<file path="config.mk">
export PLATFORM = sky130hd
export DESIGN_NAME = line_follow_pid_drive_core_flat
export DESIGN_NICKNAME = d
export VERILOG_FILES = /design/src/lfpd_pkg.sv /design/src/lfpd_in_if.sv /design/src/lfpd_out_if.sv /design/src/lfpd_mul.sv /design/src/line_follow_pid_drive_core.sv /design/src/flat_wrapper.sv
export SDC_FILE = /design/constraint.sdc
export NUM_CORES = 2
export LEC_CHECK = 0
export BUFFER_PORTS_ARGS = -buffer_cell sky130_fd_sc_hd__buf_2
export CORE_MARGIN = 4
export CORE_UTILIZATION = 40
export CTS_BUF_LIST = sky130_fd_sc_hd__clkbuf_4
export DETAILED_ROUTE_END_ITERATION = 8
export PLACE_DENSITY = 0.51
export SLEW_MARGIN = 20
export SYNTH_ARGS = -nofsm -noshare
export SYNTH_HDL_FRONTEND = slang
export SYNTH_SLANG_ARGS = --single-unit
</file>
<file path="constraint.sdc">
create_clock -name clk -period 20.6 [get_ports clk]
set_clock_uncertainty 0.05 [all_clocks]
set_input_delay 3.09 -clock clk [delete_from_list [all_inputs] [get_ports clk]]
set_output_delay 3.09 -clock clk [all_outputs]
set_load 0.02 [all_outputs]
</file>
<file path="src/lfpd_pkg.sv">
`timescale 1ns / 1ps
// Shared types and constants for the line-follower PID drive core.
// Used by the channel interfaces, the shared multiplier and the top level.

package lfpd_pkg;

    // Vehicle constants.
    localparam int DRIVE_MAX   = 1999;
    localparam int LAP_COUNTS  = 43000;
    localparam int ALERT_TICKS = 200;

    // Line-loss thresholds in ticks.
    localparam int LOST_SHORT  = 30;
    localparam int LOST_MED    = 100;
    localparam int LOST_LONG   = 120;
    localparam int SCALE_SPLIT = (LOST_SHORT + LOST_MED) / 2;
    localparam int SCALE_NEAR  = 70;
    localparam int SCALE_FAR   = 50;

    localparam int INTEG_LIM   = 500;
    localparam int DRIVE_FLOOR = 100;
    localparam int GAIN_LIM    = 999;

    // Field widths.
    localparam int SENSOR_W = 8;
    localparam int DELTA_W  = 16;
    localparam int DRIVE_W  = 13;
    localparam int ERR_W    = 7;
    localparam int BASE_W   = 12;
    localparam int GAIN_W   = 10;
    localparam int CFG_IDX_W  = 3;
    localparam int CFG_DATA_W = 12;

    // Distance accumulator saturates at four laps.
    localparam int DIST_CAP   = 4 * LAP_COUNTS;
    localparam int DIST_W     = $clog2(DIST_CAP + 1);
    localparam int DIST_SUM_W = $clog2(DIST_CAP + 2 * (2 ** (DELTA_W - 1)) + 1);

    // Shared multiplier operand and product widths.
    localparam int MUL_W  = 20;
    localparam int PROD_W = 2 * MUL_W;

    // Reciprocals for exact truncating division of bounded magnitudes.
    localparam int SHIFT_CNT  = 16;
    localparam int SHIFT10    = 19;
    localparam int SHIFT10K   = 32;
    localparam int SHIFT100   = 26;
    localparam longint RECIP10   = ((64'd1 << SHIFT10) + 9) / 10;
    localparam longint RECIP10K  = ((64'd1 << SHIFT10K) + 9999) / 10000;
    localparam longint RECIP100  = ((64'd1 << SHIFT100) + 99) / 100;

    // Configuration register indexes.
    typedef enum logic [CFG_IDX_W-1:0] {
        CFG_BASE_DRIVE   = 3'd0,
        CFG_GAIN_P       = 3'd1,
        CFG_GAIN_I       = 3'd2,
        CFG_GAIN_D       = 3'd3,
        CFG_TWO_LAP_MODE = 3'd4
    } cfg_index_t;

    // Line status codes.
    typedef enum logic [1:0] {
        ST_ON_LINE = 2'd0,
        ST_SHORT   = 2'd1,
        ST_MEDIUM  = 2'd2,
        ST_LONG    = 2'd3
    } line_status_t;

    // Sensor weights from the leftmost sensor to the rightmost.
    localparam logic signed [ERR_W-1:0] SENSOR_WEIGHT [SENSOR_W] = '{
        -7'sd40, -7'sd28, -7'sd20, -7'sd15, 7'sd15, 7'sd20, 7'sd28, 7'sd40
    };

    // Rounded-up 2^16 / count for the weighted-average divide.
    function automatic logic [SHIFT_CNT:0] cnt_recip(input logic [3:0] cnt);
        logic [SHIFT_CNT:0] r;
        unique case (cnt)
            4'd1:    r = 17'd65536;
            4'd2:    r = 17'd32768;
            4'd3:    r = 17'd21846;
            4'd4:    r = 17'd16384;
            4'd5:    r = 17'd13108;
            4'd6:    r = 17'd10923;
            4'd7:    r = 17'd9363;
            4'd8:    r = 17'd8192;
            default: r = 17'd0;
        endcase
        return r;
    endfunction

endpackage

</file>
<file path="src/lfpd_in_if.sv">
`timescale 1ns / 1ps
// Input channel: one sensor sample and the encoder deltas per control tick.
// Depends on lfpd_pkg for field widths.

interface lfpd_in_if;
    logic                                  valid;
    logic                                  ready;
    logic [lfpd_pkg::SENSOR_W-1:0]         sensor_bits;
    logic                                  read_failed;
    logic signed [lfpd_pkg::DELTA_W-1:0]   left_delta;
    logic signed [lfpd_pkg::DELTA_W-1:0]   right_delta;

    modport source (
        output valid, sensor_bits, read_failed, left_delta, right_delta,
        input  ready
    );

    modport sink (
        input  valid, sensor_bits, read_failed, left_delta, right_delta,
        output ready
    );
endinterface

</file>
<file path="src/lfpd_out_if.sv">
`timescale 1ns / 1ps
// Output channel: wheel drives and status for one control tick.
// Depends on lfpd_pkg for field widths.

interface lfpd_out_if;
    logic                                  valid;
    logic                                  ready;
    logic signed [lfpd_pkg::DRIVE_W-1:0]   left_drive;
    logic signed [lfpd_pkg::DRIVE_W-1:0]   right_drive;
    logic                                  motor_stop;
    logic [1:0]                            line_status;
    logic                                  run_finished;
    logic                                  alert_on;
    logic                                  notify_stop;
    logic signed [lfpd_pkg::ERR_W-1:0]     line_error;

    modport source (
        output valid, left_drive, right_drive, motor_stop, line_status,
               run_finished, alert_on, notify_stop, line_error,
        input  ready
    );

    modport sink (
        input  valid, left_drive, right_drive, motor_stop, line_status,
               run_finished, alert_on, notify_stop, line_error,
        output ready
    );
endinterface

</file>
<file path="src/lfpd_mul.sv">
`timescale 1ns / 1ps
// Shared unsigned multiplier with a registered product.
// Depends on lfpd_pkg for operand widths.

module lfpd_mul (
    input  logic                         clk,
    input  logic [lfpd_pkg::MUL_W-1:0]   op_a,
    input  logic [lfpd_pkg::MUL_W-1:0]   op_b,
    output logic [lfpd_pkg::PROD_W-1:0]  prod
);

    logic [lfpd_pkg::PROD_W-1:0] prod_reg;

    // One product per cycle, available in the following cycle.
    always_ff @(posedge clk)
    begin
        prod_reg <= lfpd_pkg::PROD_W'(op_a) * lfpd_pkg::PROD_W'(op_b);
    end

    assign prod = prod_reg;

endmodule

</file>
<file path="src/line_follow_pid_drive_core.sv">
`timescale 1ns / 1ps
// Line-follower PID drive core: one result per accepted control tick.
// Halted, failed, long-loss and lap-end ticks go from the decide step straight to the finish
// step; normal ticks pass the PID multiply and divide steps, and medium-loss ticks also scale both drives.
// One tick is processed at a time through a single shared multiplier; the next
// transfer is taken the cycle after the result register is loaded, and a tick waits in the
// finish step while the previous result has not yet left.
// Reset (rst_n low, asynchronous) clears all control state and loads register defaults.

module line_follow_pid_drive_core (
    input  logic                                 clk,
    input  logic                                 rst_n,
    input  logic                                 cfg_we,
    input  logic [lfpd_pkg::CFG_IDX_W-1:0]       cfg_index,
    input  logic [lfpd_pkg::CFG_DATA_W-1:0]      cfg_data,
    lfpd_in_if.sink                              in_ch,
    lfpd_out_if.source                           out_ch
);

    localparam int MW = lfpd_pkg::MUL_W;
    localparam int PW = lfpd_pkg::PROD_W;
    localparam int DW = lfpd_pkg::DIST_W;
    localparam int SW = lfpd_pkg::DIST_SUM_W;

    localparam logic signed [15:0] DRV_HI    = 16'(lfpd_pkg::DRIVE_MAX);
    localparam logic signed [15:0] DRV_LO    = -16'(lfpd_pkg::DRIVE_MAX);
    localparam logic signed [15:0] DRV_FLOOR = 16'(lfpd_pkg::DRIVE_FLOOR);
    localparam logic signed [11:0] INT_HI    = 12'(lfpd_pkg::INTEG_LIM);
    localparam logic signed [11:0] INT_LO    = -12'(lfpd_pkg::INTEG_LIM);

    typedef enum logic [3:0] {
        S_IDLE,
        S_CALC,
        S_DECIDE,
        S_P_MUL,
        S_P_DIV,
        S_I_MUL,
        S_I_DIV,
        S_D_MUL,
        S_D_DIV,
        S_SUM,
        S_L_MUL,
        S_L_DIV,
        S_R_MUL,
        S_R_DIV,
        S_R_END,
        S_FINISH
    } state_t;

    // Clamp a drive to the limit and lift small forward drives to the floor.
    function automatic logic signed [lfpd_pkg::DRIVE_W-1:0] finish_drive(
        input logic signed [15:0] v
    );
        logic signed [15:0] c;
        if (v > DRV_HI)
            c = DRV_HI;
        else if (v < DRV_LO)
            c = DRV_LO;
        else if (v > 16'sd0 && v < DRV_FLOOR)
            c = DRV_FLOOR;
        else
            c = v;
        return c[lfpd_pkg::DRIVE_W-1:0];
    endfunction

    // Configuration registers.
    logic [lfpd_pkg::BASE_W-1:0]  base_reg;
    logic [lfpd_pkg::GAIN_W-1:0]  gp_reg;
    logic [lfpd_pkg::GAIN_W-1:0]  gi_reg;
    logic [lfpd_pkg::GAIN_W-1:0]  gd_reg;
    logic                         two_lap_reg;

    // Persistent controller state.
    logic signed [6:0]   prev_reg;
    logic signed [10:0]  integ_reg;
    logic [6:0]          lost_reg;
    logic [DW-1:0]       dist_reg;
    logic                given_reg;
    logic                ended_reg;
    logic [7:0]          alert_ticks_reg;
    logic                halted_reg;

    // Latched input item.
    logic [7:0]          bits_reg;
    logic                fail_reg;
    logic signed [15:0]  dl_reg;
    logic signed [15:0]  dr_reg;

    // Per-tick working registers.
    state_t                   state_reg;
    logic signed [6:0]        err_reg;
    lfpd_pkg::line_status_t   status_reg;
    logic signed [7:0]        diff_reg;
    logic [12:0]              p_reg;
    logic [5:0]               i_reg;
    logic signed [15:0]       l_reg;
    logic signed [15:0]       r_reg;
    logic                     stop_reg;
    logic                     fin_reg;
    logic                     notify_reg;

    // Result register.
    logic                                out_valid_reg;
    logic signed [lfpd_pkg::DRIVE_W-1:0] out_left_reg;
    logic signed [lfpd_pkg::DRIVE_W-1:0] out_right_reg;
    logic                                out_stop_reg;
    logic [1:0]                          out_status_reg;
    logic                                out_fin_reg;
    logic                                out_alert_reg;
    logic                                out_notify_reg;
    logic signed [lfpd_pkg::ERR_W-1:0]   out_err_reg;

    // Shared multiplier.
    logic [MW-1:0] mul_a;
    logic [MW-1:0] mul_b;
    logic [PW-1:0] prod;

    lfpd_mul u_mul (
        .clk  (clk),
        .op_a (mul_a),
        .op_b (mul_b),
        .prod (prod)
    );

    // Configuration writes; an unknown index is ignored.
    always_ff @(posedge clk or negedge rst_n)
    begin
        if (!rst_n)
        begin
            base_reg    <= 12'd700;
            gp_reg      <= 10'd60;
            gi_reg      <= 10'd3;
            gd_reg      <= 10'd40;
            two_lap_reg <= 1'b0;
        end
        else if (cfg_we)
        begin
            unique case (cfg_index)
                lfpd_pkg::CFG_BASE_DRIVE:   base_reg    <= cfg_data[lfpd_pkg::BASE_W-1:0];
                lfpd_pkg::CFG_GAIN_P:       gp_reg      <= cfg_data[lfpd_pkg::GAIN_W-1:0];
                lfpd_pkg::CFG_GAIN_I:       gi_reg      <= cfg_data[lfpd_pkg::GAIN_W-1:0];
                lfpd_pkg::CFG_GAIN_D:       gd_reg      <= cfg_data[lfpd_pkg::GAIN_W-1:0];
                lfpd_pkg::CFG_TWO_LAP_MODE: two_lap_reg <= cfg_data[0];
                default: ;
            endcase
        end
    end

    // Effective gains and base drive after limiting.
    logic [lfpd_pkg::GAIN_W-1:0] gp_eff;
    logic [lfpd_pkg::GAIN_W-1:0] gi_eff;
    logic [lfpd_pkg::GAIN_W-1:0] gd_eff;
    logic [lfpd_pkg::BASE_W-1:0] base_eff;

    assign gp_eff = (gp_reg > 10'(lfpd_pkg::GAIN_LIM)) ? 10'(lfpd_pkg::GAIN_LIM) : gp_reg;
    assign gi_eff = (gi_reg > 10'(lfpd_pkg::GAIN_LIM)) ? 10'(lfpd_pkg::GAIN_LIM) : gi_reg;
    assign gd_eff = (gd_reg > 10'(lfpd_pkg::GAIN_LIM)) ? 10'(lfpd_pkg::GAIN_LIM) : gd_reg;
    assign base_eff = (base_reg > 12'(lfpd_pkg::DRIVE_MAX))
                    ? 12'(lfpd_pkg::DRIVE_MAX) : base_reg;

    // Weighted sum and count of the sensors that see the line.
    logic signed [8:0] wsum;
    logic [3:0]        wcnt;
    logic [7:0]        wsum_mag;

    always_comb
    begin
        wsum = '0;
        wcnt = '0;
        for (int i = 0; i < lfpd_pkg::SENSOR_W; i++)
        begin
            if (!bits_reg[i])
            begin
                wsum = wsum + 9'(lfpd_pkg::SENSOR_WEIGHT[i]);
                wcnt = wcnt + 4'd1;
            end
        end
        wsum_mag = wsum[8] ? 8'(-wsum) : wsum[7:0];
    end

    // Tick decision: error selection, loss handling, distance and alert.
    logic [5:0]             calc_mag;
    logic signed [6:0]      calc_val;
    logic                   all_white;
    logic [6:0]             lost_inc;
    logic [6:0]             lost_next;
    logic                   long_loss;
    lfpd_pkg::line_status_t status_c;
    logic signed [6:0]      err_c;
    logic [16:0]            dl_mag;
    logic [16:0]            dr_mag;
    logic [SW-1:0]          dist_sum;
    logic [DW-1:0]          dist_next;
    logic [7:0]             ticks_inc;
    logic                   given_next;
    logic                   ended_next;
    logic [7:0]             ticks_next;
    logic                   target_hit;
    logic signed [11:0]     integ_sum;
    logic signed [10:0]     integ_next;
    logic signed [7:0]      diff_c;

    always_comb
    begin
        calc_mag = prod[lfpd_pkg::SHIFT_CNT +: 6];
        calc_val = wsum[8] ? -7'(calc_mag) : 7'(calc_mag);
        all_white = (bits_reg == 8'hFF);
        lost_inc  = lost_reg + 7'd1;
        lost_next = all_white ? lost_inc : 7'd0;
        long_loss = 1'b0;
        status_c  = lfpd_pkg::ST_ON_LINE;
        err_c     = calc_val;
        if (all_white)
        begin
            if (lost_inc < 7'(lfpd_pkg::LOST_SHORT))
            begin
                status_c = lfpd_pkg::ST_SHORT;
                err_c    = prev_reg;
            end
            else if (lost_inc < 7'(lfpd_pkg::LOST_LONG))
            begin
                status_c = lfpd_pkg::ST_MEDIUM;
            end
            else
            begin
                status_c  = lfpd_pkg::ST_LONG;
                long_loss = 1'b1;
            end
        end

        // Absolute encoder counts, saturated at four laps.
        dl_mag    = dl_reg[15] ? ({1'b0, ~dl_reg} + 17'd1) : {1'b0, dl_reg};
        dr_mag    = dr_reg[15] ? ({1'b0, ~dr_reg} + 17'd1) : {1'b0, dr_reg};
        dist_sum  = SW'(dist_reg) + SW'(dl_mag) + SW'(dr_mag);
        dist_next = (dist_sum > SW'(lfpd_pkg::DIST_CAP))
                  ? DW'(lfpd_pkg::DIST_CAP) : dist_sum[DW-1:0];

        // Alert sequence in two-lap mode.
        ticks_inc  = (alert_ticks_reg == 8'hFF) ? alert_ticks_reg : alert_ticks_reg + 8'd1;
        given_next = given_reg;
        ended_next = ended_reg;
        ticks_next = alert_ticks_reg;
        if (two_lap_reg)
        begin
            if (given_reg && !ended_reg)
            begin
                ticks_next = ticks_inc;
                if (ticks_inc >= 8'(lfpd_pkg::ALERT_TICKS))
                    ended_next = 1'b1;
            end
            if (!given_reg && dist_next >= DW'(lfpd_pkg::LAP_COUNTS))
            begin
                given_next = 1'b1;
                ticks_next = 8'd0;
            end
        end
        target_hit = two_lap_reg ? (dist_next >= DW'(2 * lfpd_pkg::LAP_COUNTS))
                                 : (dist_next >= DW'(lfpd_pkg::LAP_COUNTS));
        if (target_hit && given_next)
            ended_next = 1'b1;

        // Clamped integral and error difference for the derivative.
        integ_sum = 12'(integ_reg) + 12'(err_c);
        if (integ_sum > INT_HI)
            integ_next = 11'(INT_HI);
        else if (integ_sum < INT_LO)
            integ_next = 11'(INT_LO);
        else
            integ_next = integ_sum[10:0];
        diff_c = 8'(err_c) - 8'(prev_reg);
    end

    // Magnitudes fed to the multiplier.
    logic [5:0]          err_mag;
    logic [8:0]          integ_mag;
    logic [6:0]          diff_mag;
    logic [15:0]         l_mag;
    logic [15:0]         r_mag;
    logic [6:0]          scale_f;

    assign err_mag   = err_reg[6] ? 6'(-err_reg) : err_reg[5:0];
    assign integ_mag = integ_reg[10] ? 9'(-integ_reg) : integ_reg[8:0];
    assign diff_mag  = diff_reg[7] ? 7'(-diff_reg) : diff_reg[6:0];
    assign l_mag     = l_reg[15] ? 16'(-l_reg) : l_reg;
    assign r_mag     = r_reg[15] ? 16'(-r_reg) : r_reg;
    assign scale_f   = (lost_reg < 7'(lfpd_pkg::SCALE_SPLIT))
                     ? 7'(lfpd_pkg::SCALE_NEAR) : 7'(lfpd_pkg::SCALE_FAR);

    // Operand selection for the shared multiplier, one product per step.
    always_comb
    begin
        unique case (state_reg)
            S_CALC:
            begin
                mul_a = MW'(wsum_mag);
                mul_b = MW'(lfpd_pkg::cnt_recip(wcnt));
            end
            S_P_MUL:
            begin
                mul_a = MW'(err_mag);
                mul_b = MW'(gp_eff);
            end
            S_P_DIV, S_D_DIV:
            begin
                mul_a = prod[MW-1:0];
                mul_b = MW'(lfpd_pkg::RECIP10);
            end
            S_I_MUL:
            begin
                mul_a = MW'(integ_mag);
                mul_b = MW'(gi_eff);
            end
            S_I_DIV:
            begin
                mul_a = prod[MW-1:0];
                mul_b = MW'(lfpd_pkg::RECIP10K);
            end
            S_D_MUL:
            begin
                mul_a = MW'(diff_mag);
                mul_b = MW'(gd_eff);
            end
            S_L_MUL:
            begin
                mul_a = MW'(l_mag);
                mul_b = MW'(scale_f);
            end
            S_R_MUL:
            begin
                mul_a = MW'(r_mag);
                mul_b = MW'(scale_f);
            end
            S_L_DIV, S_R_DIV:
            begin
                mul_a = prod[MW-1:0];
                mul_b = MW'(lfpd_pkg::RECIP100);
            end
            default:
            begin
                mul_a = '0;
                mul_b = '0;
            end
        endcase
    end

    // Signed PID sum and raw wheel drives.
    logic signed [15:0] p_term;
    logic signed [15:0] i_term;
    logic signed [15:0] d_term;
    logic signed [15:0] pid_sum;
    logic [12:0]        d_quot;
    logic [13:0]        scaled_mag;

    assign d_quot     = prod[lfpd_pkg::SHIFT10 +: 13];
    assign p_term     = err_reg[6] ? -16'(p_reg) : 16'(p_reg);
    assign i_term     = integ_reg[10] ? -16'(i_reg) : 16'(i_reg);
    assign d_term     = diff_reg[7] ? -16'(d_quot) : 16'(d_quot);
    assign pid_sum    = p_term + i_term + d_term;
    assign scaled_mag = prod[lfpd_pkg::SHIFT100 +: 14];

    // Sequencer, controller state and result register.
    always_ff @(posedge clk or negedge rst_n)
    begin
        if (!rst_n)
        begin
            state_reg       <= S_IDLE;
            prev_reg        <= '0;
            integ_reg       <= '0;
            lost_reg        <= '0;
            dist_reg        <= '0;
            given_reg       <= 1'b0;
            ended_reg       <= 1'b0;
            alert_ticks_reg <= '0;
            halted_reg      <= 1'b0;
            out_valid_reg   <= 1'b0;
        end
        else
        begin
            // The result leaves on its transfer; the finish step reloads it itself.
            if (out_valid_reg && out_ch.ready && state_reg != S_FINISH)
                out_valid_reg <= 1'b0;

            unique case (state_reg)
                S_IDLE:
                begin
                    if (in_ch.valid)
                    begin
                        bits_reg  <= in_ch.sensor_bits;
                        fail_reg  <= in_ch.read_failed;
                        dl_reg    <= in_ch.left_delta;
                        dr_reg    <= in_ch.right_delta;
                        state_reg <= S_CALC;
                    end
                end

                S_CALC:
                begin
                    state_reg <= S_DECIDE;
                end

                S_DECIDE:
                begin
                    l_reg      <= '0;
                    r_reg      <= '0;
                    fin_reg    <= 1'b0;
                    notify_reg <= 1'b0;
                    stop_reg   <= 1'b1;
                    err_reg    <= '0;
                    priority if (halted_reg)
                    begin
                        status_reg <= lfpd_pkg::ST_ON_LINE;
                        state_reg  <= S_FINISH;
                    end
                    else if (fail_reg)
                    begin
                        status_reg <= lfpd_pkg::ST_LONG;
                        state_reg  <= S_FINISH;
                    end
                    else if (long_loss)
                    begin
                        lost_reg   <= lost_next;
                        halted_reg <= 1'b1;
                        status_reg <= lfpd_pkg::ST_LONG;
                        state_reg  <= S_FINISH;
                    end
                    else
                    begin
                        lost_reg        <= lost_next;
                        dist_reg        <= dist_next;
                        given_reg       <= given_next;
                        ended_reg       <= ended_next;
                        alert_ticks_reg <= ticks_next;
                        status_reg      <= status_c;
                        err_reg         <= err_c;
                        if (target_hit)
                        begin
                            halted_reg <= 1'b1;
                            fin_reg    <= 1'b1;
                            notify_reg <= !two_lap_reg;
                            state_reg  <= S_FINISH;
                        end
                        else
                        begin
                            stop_reg <= 1'b0;
                            diff_reg <= diff_c;
                            if (status_c == lfpd_pkg::ST_ON_LINE)
                            begin
                                integ_reg <= integ_next;
                                prev_reg  <= calc_val;
                            end
                            state_reg <= S_P_MUL;
                        end
                    end
                end

                S_P_MUL:
                begin
                    state_reg <= S_P_DIV;
                end

                S_P_DIV:
                begin
                    state_reg <= S_I_MUL;
                end

                S_I_MUL:
                begin
                    p_reg     <= prod[lfpd_pkg::SHIFT10 +: 13];
                    state_reg <= S_I_DIV;
                end

                S_I_DIV:
                begin
                    state_reg <= S_D_MUL;
                end

                S_D_MUL:
                begin
                    i_reg     <= prod[lfpd_pkg::SHIFT10K +: 6];
                    state_reg <= S_D_DIV;
                end

                S_D_DIV:
                begin
                    state_reg <= S_SUM;
                end

                S_SUM:
                begin
                    l_reg     <= 16'(base_eff) + pid_sum;
                    r_reg     <= 16'(base_eff) - pid_sum;
                    state_reg <= (status_reg == lfpd_pkg::ST_MEDIUM) ? S_L_MUL : S_FINISH;
                end

                S_L_MUL:
                begin
                    state_reg <= S_L_DIV;
                end

                S_L_DIV:
                begin
                    state_reg <= S_R_MUL;
                end

                S_R_MUL:
                begin
                    l_reg     <= l_reg[15] ? -16'(scaled_mag) : 16'(scaled_mag);
                    state_reg <= S_R_DIV;
                end

                S_R_DIV:
                begin
                    state_reg <= S_R_END;
                end

                S_R_END:
                begin
                    r_reg     <= r_reg[15] ? -16'(scaled_mag) : 16'(scaled_mag);
                    state_reg <= S_FINISH;
                end

                S_FINISH:
                begin
                    // Load the result register once the previous result has gone.
                    if (!out_valid_reg || out_ch.ready)
                    begin
                        out_valid_reg  <= 1'b1;
                        out_left_reg   <= finish_drive(l_reg);
                        out_right_reg  <= finish_drive(r_reg);
                        out_stop_reg   <= stop_reg;
                        out_status_reg <= status_reg;
                        out_fin_reg    <= fin_reg;
                        out_alert_reg  <= given_reg && !ended_reg;
                        out_notify_reg <= notify_reg;
                        out_err_reg    <= err_reg;
                        state_reg      <= S_IDLE;
                    end
                end

                default:
                begin
                    state_reg <= S_IDLE;
                end
            endcase
        end
    end

    // Channel ports.
    assign in_ch.ready         = (state_reg == S_IDLE);
    assign out_ch.valid        = out_valid_reg;
    assign out_ch.left_drive   = out_left_reg;
    assign out_ch.right_drive  = out_right_reg;
    assign out_ch.motor_stop   = out_stop_reg;
    assign out_ch.line_status  = out_status_reg;
    assign out_ch.run_finished = out_fin_reg;
    assign out_ch.alert_on     = out_alert_reg;
    assign out_ch.notify_stop  = out_notify_reg;
    assign out_ch.line_error   = out_err_reg;

endmodule

</file>
<file path="src/flat_wrapper.sv">
// flat-port wrapper written by rule: the top's interface ports become plain ports
module line_follow_pid_drive_core_flat 
  (clk, rst_n, cfg_we, cfg_index, cfg_data, in_ch_valid, in_ch_sensor_bits, in_ch_read_failed, in_ch_left_delta, in_ch_right_delta, in_ch_ready, out_ch_valid, out_ch_left_drive, out_ch_right_drive, out_ch_motor_stop, out_ch_line_status, out_ch_run_finished, out_ch_alert_on, out_ch_notify_stop, out_ch_line_error, out_ch_ready);
  lfpd_in_if in_ch_i ();
  lfpd_out_if out_ch_i ();
  input  logic clk;
  input  logic rst_n;
  input  logic cfg_we;
  input  logic [lfpd_pkg::CFG_IDX_W-1:0] cfg_index;
  input  logic [lfpd_pkg::CFG_DATA_W-1:0] cfg_data;
  input wire logic [$bits(in_ch_i.valid)-1:0] in_ch_valid;
  input wire logic [$bits(in_ch_i.sensor_bits)-1:0] in_ch_sensor_bits;
  input wire logic [$bits(in_ch_i.read_failed)-1:0] in_ch_read_failed;
  input wire logic [$bits(in_ch_i.left_delta)-1:0] in_ch_left_delta;
  input wire logic [$bits(in_ch_i.right_delta)-1:0] in_ch_right_delta;
  output wire logic [$bits(in_ch_i.ready)-1:0] in_ch_ready;
  output wire logic [$bits(out_ch_i.valid)-1:0] out_ch_valid;
  output wire logic [$bits(out_ch_i.left_drive)-1:0] out_ch_left_drive;
  output wire logic [$bits(out_ch_i.right_drive)-1:0] out_ch_right_drive;
  output wire logic [$bits(out_ch_i.motor_stop)-1:0] out_ch_motor_stop;
  output wire logic [$bits(out_ch_i.line_status)-1:0] out_ch_line_status;
  output wire logic [$bits(out_ch_i.run_finished)-1:0] out_ch_run_finished;
  output wire logic [$bits(out_ch_i.alert_on)-1:0] out_ch_alert_on;
  output wire logic [$bits(out_ch_i.notify_stop)-1:0] out_ch_notify_stop;
  output wire logic [$bits(out_ch_i.line_error)-1:0] out_ch_line_error;
  input wire logic [$bits(out_ch_i.ready)-1:0] out_ch_ready;
  assign in_ch_i.valid = in_ch_valid;
  assign in_ch_i.sensor_bits = in_ch_sensor_bits;
  assign in_ch_i.read_failed = in_ch_read_failed;
  assign in_ch_i.left_delta = in_ch_left_delta;
  assign in_ch_i.right_delta = in_ch_right_delta;
  assign in_ch_ready = in_ch_i.ready;
  assign out_ch_valid = out_ch_i.valid;
  assign out_ch_left_drive = out_ch_i.left_drive;
  assign out_ch_right_drive = out_ch_i.right_drive;
  assign out_ch_motor_stop = out_ch_i.motor_stop;
  assign out_ch_line_status = out_ch_i.line_status;
  assign out_ch_run_finished = out_ch_i.run_finished;
  assign out_ch_alert_on = out_ch_i.alert_on;
  assign out_ch_notify_stop = out_ch_i.notify_stop;
  assign out_ch_line_error = out_ch_i.line_error;
  assign out_ch_i.ready = out_ch_ready;
  line_follow_pid_drive_core u_core (.clk(clk), .rst_n(rst_n), .cfg_we(cfg_we), .cfg_index(cfg_index), .cfg_data(cfg_data), .in_ch(in_ch_i), .out_ch(out_ch_i));
endmodule
</file>
# == Yosys cells after proc, flatten, opt, wreduce, memory -nomap -nowiden ==
# Memory sizes are Yosys's and may differ from the RTL's.
# Cells that the tools add are included.
# totals
ff_bits,293
romBits,272
inputBits,61
out_inout_bits,41
word_cells,262
n_memories,1
# mem_list
memory,words,word_bits,rd,rd_ports_with_merged_regs,write_ports,line_no,rtl
(name not given),16,17,1,0,0,lfpd_pkg.sv:77,unique case (cnt)
# classes
n_addsub,37
multipliers,1
magnitude_cmp,21
eq_ne,25
mux,82
n_bitwise,6
n_reduce_logical,49
# op_table
op,n
one-hot mux 20 bit (8 select lines),1
one-hot mux 20 bit (7 select lines),1
2-to-1 mux 16 bit,7
one-hot mux 16 bit (3 select lines),2
2-to-1 mux 9 bit,9
one-hot mux 4 bit (16 select lines),1
2-to-1 mux 13 bit,4
2-to-1 mux 4 bit,13
2-to-1 mux 7 bit,6
multiplier 20 x 20 -> 40 bit,1
adder 18 x 17 -> 18 bit,2
"adder 9 x 6 -> 9 bit, second input constant",4
"adder 16 x 1 -> 17 bit, second input constant",2
2-to-1 mux 17 bit,2
adder 16 bit,2
"== test 4 bit, second input constant",8
"greater-than comparator 16 x 1 -> 1 bit, second input constant",2
"greater-than comparator 16 x 12 -> 1 bit, second input constant",2
"< comparator 16 x 12 -> 1 bit, second input constant",2
"< comparator 16 x 8 -> 1 bit, second input constant",2
2-to-1 mux 8 bit,4
negation 13 -> 16 bit,2
negation 16 bit,2
NOT 16 bit,2
other kinds (64),138

# == Longest topological paths before layout ==
# logic_depth
depth_word,22
depth_mapped,50

# == Cells and area by module ==
# From an unflattened synthesis, not the netlist that was laid out.
# hier_totals
cells_unflattened,3670
area_unflattened_um2,33962.6
# modules_own_cells
mod,instances,cells_per_inst,area_per_inst_um2
line_follow_pid_drive_core,1,2061,19626.3
lfpd_mul,1,1609,14336.2

# == Least setup slack after synthesis ==
# No wires, ideal clock.
# synth_path
path_type,flip-flop to flip-flop
from,reg u_core.bits_reg[0]
to,"reg u_core.u_mul.prod_reg, in the netlist u_core.u_mul.prod[39]"
setup_ns,0.072
arrival_time_ns,11.280
t_required_ns,20.478
path_slack_ns,9.198
path_stages_with_launch,48
path_buffers,3
period_less_slack_ns,11.402
path_cell_list,edfxtp_1 -> inv_1 -> ha_1 -> buf_4 -> xnor2_1 -> ha_1 -> mux2_2 -> ha_1 -> mux2_2 -> ha_1 -> mux2_2 -> ha_1 -> mux2_2 -> ha_1 -> nor2b_1 -> xnor2_1 -> xnor2_1 -> clkbuf_1 -> (+12 left out) -> fa_1 -> fa_1 -> inv_1 -> fa_1 -> inv_1 -> ha_1 -> a21o_1 -> a21oi_1 -> o21ai_0 -> a21oi_1 -> o21ai_0 -> a21oi_1 -> o21ai_0 -> a41oi_1 -> o21ai_0 -> a221o_1 -> a21oi_1 -> xnor2_1
# synth_via
elab_chain_len,19
elab_cells_between_ends,36
classes_between,add/sub: 15; mul: 1; mux: 19; memory: 1
# synth_lines
element,line_no,rtl
from (decl),line_follow_pid_drive_core.sv:84,logic [7:0] bits_reg;
from (signal assigned),line_follow_pid_drive_core.sv:388,bits_reg <= in_ch.sensor_bits;
2-to-1 mux 9 bit,line_follow_pid_drive_core.sv:172,if (!bits_reg[i])
adder 9 x 6 -> 9 bit,line_follow_pid_drive_core.sv:174,wsum = wsum + 9'(lfpd_pkg::SENSOR_WEIGHT[i]);
2-to-1 mux 9 bit,line_follow_pid_drive_core.sv:172,
adder 9 x 6 -> 9 bit,line_follow_pid_drive_core.sv:174,
2-to-1 mux 9 bit,line_follow_pid_drive_core.sv:172,
adder 9 x 5 -> 9 bit,line_follow_pid_drive_core.sv:174,
2-to-1 mux 9 bit,line_follow_pid_drive_core.sv:172,
adder 9 x 5 -> 9 bit,line_follow_pid_drive_core.sv:174,
(+3 left out),-,
adder 9 x 6 -> 9 bit,line_follow_pid_drive_core.sv:174,
2-to-1 mux 9 bit,line_follow_pid_drive_core.sv:172,
adder 9 x 7 -> 9 bit,line_follow_pid_drive_core.sv:174,
2-to-1 mux 9 bit,line_follow_pid_drive_core.sv:172,
negation 8 bit,line_follow_pid_drive_core.sv:178,wsum_mag = wsum[8] ? 8'(-wsum) : wsum[7:0];
2-to-1 mux 8 bit,line_follow_pid_drive_core.sv:178,
one-hot mux 20 bit (7 select lines),line_follow_pid_drive_core.sv:292,unique case (state_reg)
multiplier 20 x 20 -> 40 bit *,lfpd_mul.sv:17,prod_reg <= lfpd_pkg::PROD_W'(op_a) * lfpd_pkg::PROD_W'(op_b);
to (signal assigned),lfpd_mul.sv:17,
to (decl),lfpd_mul.sv:12,logic [lfpd_pkg::PROD_W-1:0] prod_reg;
# Mark *: on every way between the ends. The rest lies on a longest branch, timed or not.
# A chain may end at the register's enable or synchronous reset.

# == Final worst setup path ==
# layout_path
from,reg u_core.bits_reg[1]
to,"reg u_core.u_mul.prod_reg, in the netlist u_core.u_mul.prod[39]"
# layout_via
elab_chain_len,17
elab_cells_between_ends,32
classes_between,add/sub: 13; mul: 1; mux: 17; memory: 1
# layout_lines
element,line_no
2-to-1 mux 9 bit,line_follow_pid_drive_core.sv:172
adder 9 x 6 -> 9 bit,line_follow_pid_drive_core.sv:174
2-to-1 mux 9 bit,line_follow_pid_drive_core.sv:172
adder 9 x 5 -> 9 bit,line_follow_pid_drive_core.sv:174
2-to-1 mux 9 bit,line_follow_pid_drive_core.sv:172
adder 9 x 5 -> 9 bit,line_follow_pid_drive_core.sv:174
2-to-1 mux 9 bit,line_follow_pid_drive_core.sv:172
adder 9 x 6 -> 9 bit,line_follow_pid_drive_core.sv:174
2-to-1 mux 9 bit,line_follow_pid_drive_core.sv:172
adder 9 x 6 -> 9 bit,line_follow_pid_drive_core.sv:174
2-to-1 mux 9 bit,line_follow_pid_drive_core.sv:172
adder 9 x 7 -> 9 bit,line_follow_pid_drive_core.sv:174
2-to-1 mux 9 bit,line_follow_pid_drive_core.sv:172
negation 8 bit,line_follow_pid_drive_core.sv:178
2-to-1 mux 8 bit,line_follow_pid_drive_core.sv:178
one-hot mux 20 bit (7 select lines),line_follow_pid_drive_core.sv:292
multiplier 20 x 20 -> 40 bit *,lfpd_mul.sv:17
# Marked as above.

==> load_flow_metrics.sql <==
INSERT INTO impl_metrics (metric_group, metric, value, unit) VALUES
('outcome', 'run_status', 'finished clean', ''),
('detailed_routing', 'vias', '25700', ''),
('synthesis', 'cell_area_after_synthesis', '32800', 'sq um'),
('global_routing', 'grt_util_all_layers', '23.7', '%'),
('hold_path', 'min_path_type', 'reg2reg', ''),
('global_routing', 'number_of_antenna_violations_at_the_first_check_in_global_routing', '3', ''),
('clocking', 'clock_tree.buffer_depth', '3', ''),
('place', 'hpwlAfterDp', '81700', 'um'),
('sta', 'grt_setup_unrepaired', 'no', ''),
('sta', 'finalWorstSetupSlack', '7.69', 'ns'),
('layout', 'drive_gt1_share', '10.4', '%'),
('synthesis', 'synthCells', '3548', ''),
('place', 'gp_congestion', '0.942', ''),
('worst_setup_path', 'path_class', 'reg2reg', ''),
('worst_setup_path', 'crit_path_frequent_cell', 'sky130_fd_sc_hd__ha_1', ''),
('place', 'numPortBuffers', '101', ''),
('clocking', 'post_cts.resized_instances', '0', ''),
('clocking', 'h-tree-depth', '3', ''),
('worst_setup_path', 'crit_path_max_incr_delay', '0.72', 'ns'),
('detailed_routing', 'ant_nets', '0', ''),
('global_routing', 'grt_max_degree', '61', ''),
('clocking', 'cts-buffers-inserted', '88', ''),
('synthesis', 'post-synth-top-count-cell', 'sky130_fd_sc_hd__inv_1', ''),
('detailed_routing', 'count_of_unresolved_drc_violations_after_routing', '0', ''),
('worst_setup_path', 'timing.critical_path.slowest_stage_cell', 'sky130_fd_sc_hd__xnor2_1', ''),
('worst_setup_path', 'arrival', '13.61', 'ns'),
('floorplan', 'num_io_pins', '102', ''),
('sta', 'max_slew.worst_pin.slew', '1.13', 'ns'),
('floorplan', 'initial_core_util', '40.5', '%'),
('synthesis', 'yosysWarningCount', '0', ''),
('floorplan', 'die-area', '86500', 'sq um'),
('sta', 'finalHoldViolations', '0', ''),
('global_routing', 'globalRouteOverflowTotal', '0', ''),
('place', 'dp_slack', '7.74', 'ns'),
('worst_setup_path', 'critical_path_peak_fanout', '20', ''),
('clocking', 'clock_tree.root_cell', 'sky130_fd_sc_hd__clkbuf_4', ''),
('sta', 'slew_violations', '0', ''),
('layout', 'n_fill_cell', '8113', ''),
('synthesis', 'synth_area_leaders', 'sky130_fd_sc_hd__fa_1, sky130_fd_sc_hd__edfxtp_1, sky130_fd_sc_hd__ha_1', ''),
('clocking', 'worst_setup_hold_path_clk_slew', '0.08', 'ns'),
('floorplan', 'placementRows', '104', ''),
('synthesis', 'netlist_top_cells_count', 'sky130_fd_sc_hd__inv_1, sky130_fd_sc_hd__nand2_1, sky130_fd_sc_hd__fa_1', ''),
('floorplan', 'die_width', '294', 'um'),
('synthesis', 'ys.flop_type', 'sky130_fd_sc_hd__edfxtp_1', ''),
('worst_setup_path', 'worst_ep_required_time', '21.30', 'ns'),
('sta', 'period_minus_slack', '12.91', 'ns'),
('clocking', 'clock-sinks', '293', ''),
('clocking', 'clk-insertion-delay-late', '0.90', 'ns'),
('synthesis', 'synth-async-reset-ratio', '34.8', '%'),
('run', 'drv.max_cap_violation_count', '0', ''),
('layout', 'finalNetCount', '4360', ''),
('synthesis', 'synth.distinct_cells', '96', ''),
('synthesis', 'sequential_cell_area_fraction_in_the_yosys_report', '24.1', '%'),
('synthesis', 'synth_top_cell_by_area', 'sky130_fd_sc_hd__fa_1', ''),
('synthesis', 'synth_enable_flop_cells', '151', ''),
('global_routing', 'grt_pass1_wl', '156000', 'um'),
('sta', 'max_clock_freq', '77.5', 'MHz'),
('clocking', 'tritoncts', 'built', ''),
('global_routing', 'grt_pass1_vias', '26000', ''),
('sta', 'setup_viol', '0', ''),
('detailed_routing', 'dr.pass1.iters', '5', ''),
('detailed_routing', 'detailedRoute.firstIterationViolations', '1797', ''),
('layout', 'layout.core_utilization', '44.1', '%'),
('floorplan', 'die_height', '294', 'um'),
('place', 'numPlacedInstances', '4651', ''),
('floorplan', 'floorplan.core_area', '80800', 'sq um'),
('detailed_routing', 'detail_route.wirelength', '101000', 'um'),
('synthesis', 'postSynthRegisterBits', '293', ''),
('sta', 'timing.slew.headroom', '24.9', '%'),
('layout', 'finalNonFillerCells', '4818', ''),
('synthesis', 'yosys.area.top_type_share', '21.9', '%'),
('worst_setup_path', 'setup.worst_path.start_class', 'flop', ''),
('sta', 'layout_worst_path_cycle_share', '62.7', '%'),
('layout', 'syn2layout_area_growth', '8.69', '%'),
('clocking', 'cts.hold.buffers_added', '0', ''),
('synthesis', 'avgSynthCellArea', '9.23', 'sq um'),
('sta', 'setup-tns-final', '0', 'ns'),
('layout', 'largest_register_ffs', '40', ''),
('detailed_routing', 'post_drt_wl_per_cell', '20.9', 'um'),
('clocking', 'postCtsSetupRepairBufs', '0', ''),
('worst_setup_path', 'endpoint_kind', 'flop', ''),
('detailed_routing', 'detail_route.vias_per_cell', '5.33', '');
-- cells in the final DEF (no fill, tap or decap), types with 14 or more instances in the layout --
cell and n:
sky130_fd_sc_hd__mux2i_1 22, sky130_fd_sc_hd__or3_1 35, sky130_fd_sc_hd__o31ai_1 33, sky130_fd_sc_hd__dfxtp_1 40, sky130_fd_sc_hd__nand2_1 434, sky130_fd_sc_hd__nor2_1 220, sky130_fd_sc_hd__fa_1 358, sky130_fd_sc_hd__a21o_1 43
sky130_fd_sc_hd__a21oi_1 143, sky130_fd_sc_hd__xor2_1 110, sky130_fd_sc_hd__ha_1 259, sky130_fd_sc_hd__mux2_2 53, sky130_fd_sc_hd__o21a_1 22, sky130_fd_sc_hd__or2_2 17, sky130_fd_sc_hd__o41ai_1 15, sky130_fd_sc_hd__o22ai_1 53
sky130_fd_sc_hd__nand3_1 55, sky130_fd_sc_hd__dfstp_2 14, sky130_fd_sc_hd__and3_1 19, sky130_fd_sc_hd__buf_2 100, sky130_fd_sc_hd__edfxtp_1 151, sky130_fd_sc_hd__a31oi_1 19, sky130_fd_sc_hd__o21bai_1 28, sky130_fd_sc_hd__nor2b_1 44
sky130_fd_sc_hd__and2_1 35, sky130_fd_sc_hd__conb_1 31, sky130_fd_sc_hd__clkbuf_4 124, sky130_fd_sc_hd__inv_1 542, sky130_fd_sc_hd__buf_4 32, sky130_fd_sc_hd__o21ai_0 148, sky130_fd_sc_hd__xnor2_1 152, sky130_fd_sc_hd__dfrtp_1 88
sky130_fd_sc_hd__nand2b_1 38, sky130_fd_sc_hd__nor3_1 32, sky130_fd_sc_hd__clkinv_1 21, sky130_fd_sc_hd__nand4_1 22
-- kinds of logic (layout without fill, tap and decap cells) --
| group | after synthesis | count (layout) | synth area share, % |
|---|---|---|---|
| other | 2 | 37 | 0.0229 |
| buffers and inverters | 663 | 838 | 7.73 |
| and+or+nand+nor | 1015 | 1015 | 14.4 |
| AOI/OAI and AO/OA | 618 | 618 | 12.2 |
| muxes | 77 | 77 | 2.58 |
| adders and majority gates | 617 | 617 | 31.8 |
| DFF | 293 | 293 | 24.1 |
| xor gates and xnor gates | 263 | 263 | 7.08 |
-- per-stage QoR --
step                      area, sq um  hold WS, ns
final                           35600        0.320
after global routing            35600        0.354
after CTS                       35600        0.337
after detailed placement        34500        0.368
after global placement          34500        0.358
after floorplan                 32900        0.350
-- worst max-delay path: cells and delay by family (launching register included) --
kind | cells | cell delay (ns)
compound gates | 10 | 2.40
xor+xnor | 4 | 1.30
fa+ha+maj | 14 | 5.42
buf+inv | 6 | 0.35
flops | 1 | 0.55
mux | 5 | 1.29
simple gates | 5 | 1.44
-- worst paths after layout --
path,end,cells past startpoint,startpoint,slack (ns)
worst min register to register,u_core.out_ch.notify_stop,0,u_core.notify_reg,0.32
min in group asynchronous,u_core.dist_reg[7],1,rst_n,2.03
worst max-delay path,u_core.u_mul.prod[39],44,u_core.bits_reg[1],7.69
worst max register to register,u_core.u_mul.prod[39],44,u_core.bits_reg[1],7.69
worst min-delay path,u_core.out_ch.notify_stop,0,u_core.notify_reg,0.32
max in group asynchronous,u_core.integ_reg[0],3,rst_n,16.80
-- routing by layer --
metal  routed length [um]  vias up  global-route usage, %
li1                     -    12100                      -
met2                44600      803                   37.1
met5                   18        -                      0
met3                 6950      171                   4.78
met1                45900    12600                   33.0
met4                 3310        2                   7.88
-- area by class of cell --
type,count,area (sq um),area share [%]
tap,1060,1330,3.73
timing repair buffer,133,748,2.10
multi-input combinational,2621,22400,63.1
clock buffer,123,923,2.59
clock inverter,37,190,0.534
inverter,545,2050,5.75
sequential,293,7910,22.2
antenna,6,15.0,0.0422
Power is left out: the tool's default activity adds up to more than one toggle a clock period on the data nets, which glitch-free logic cannot reach.
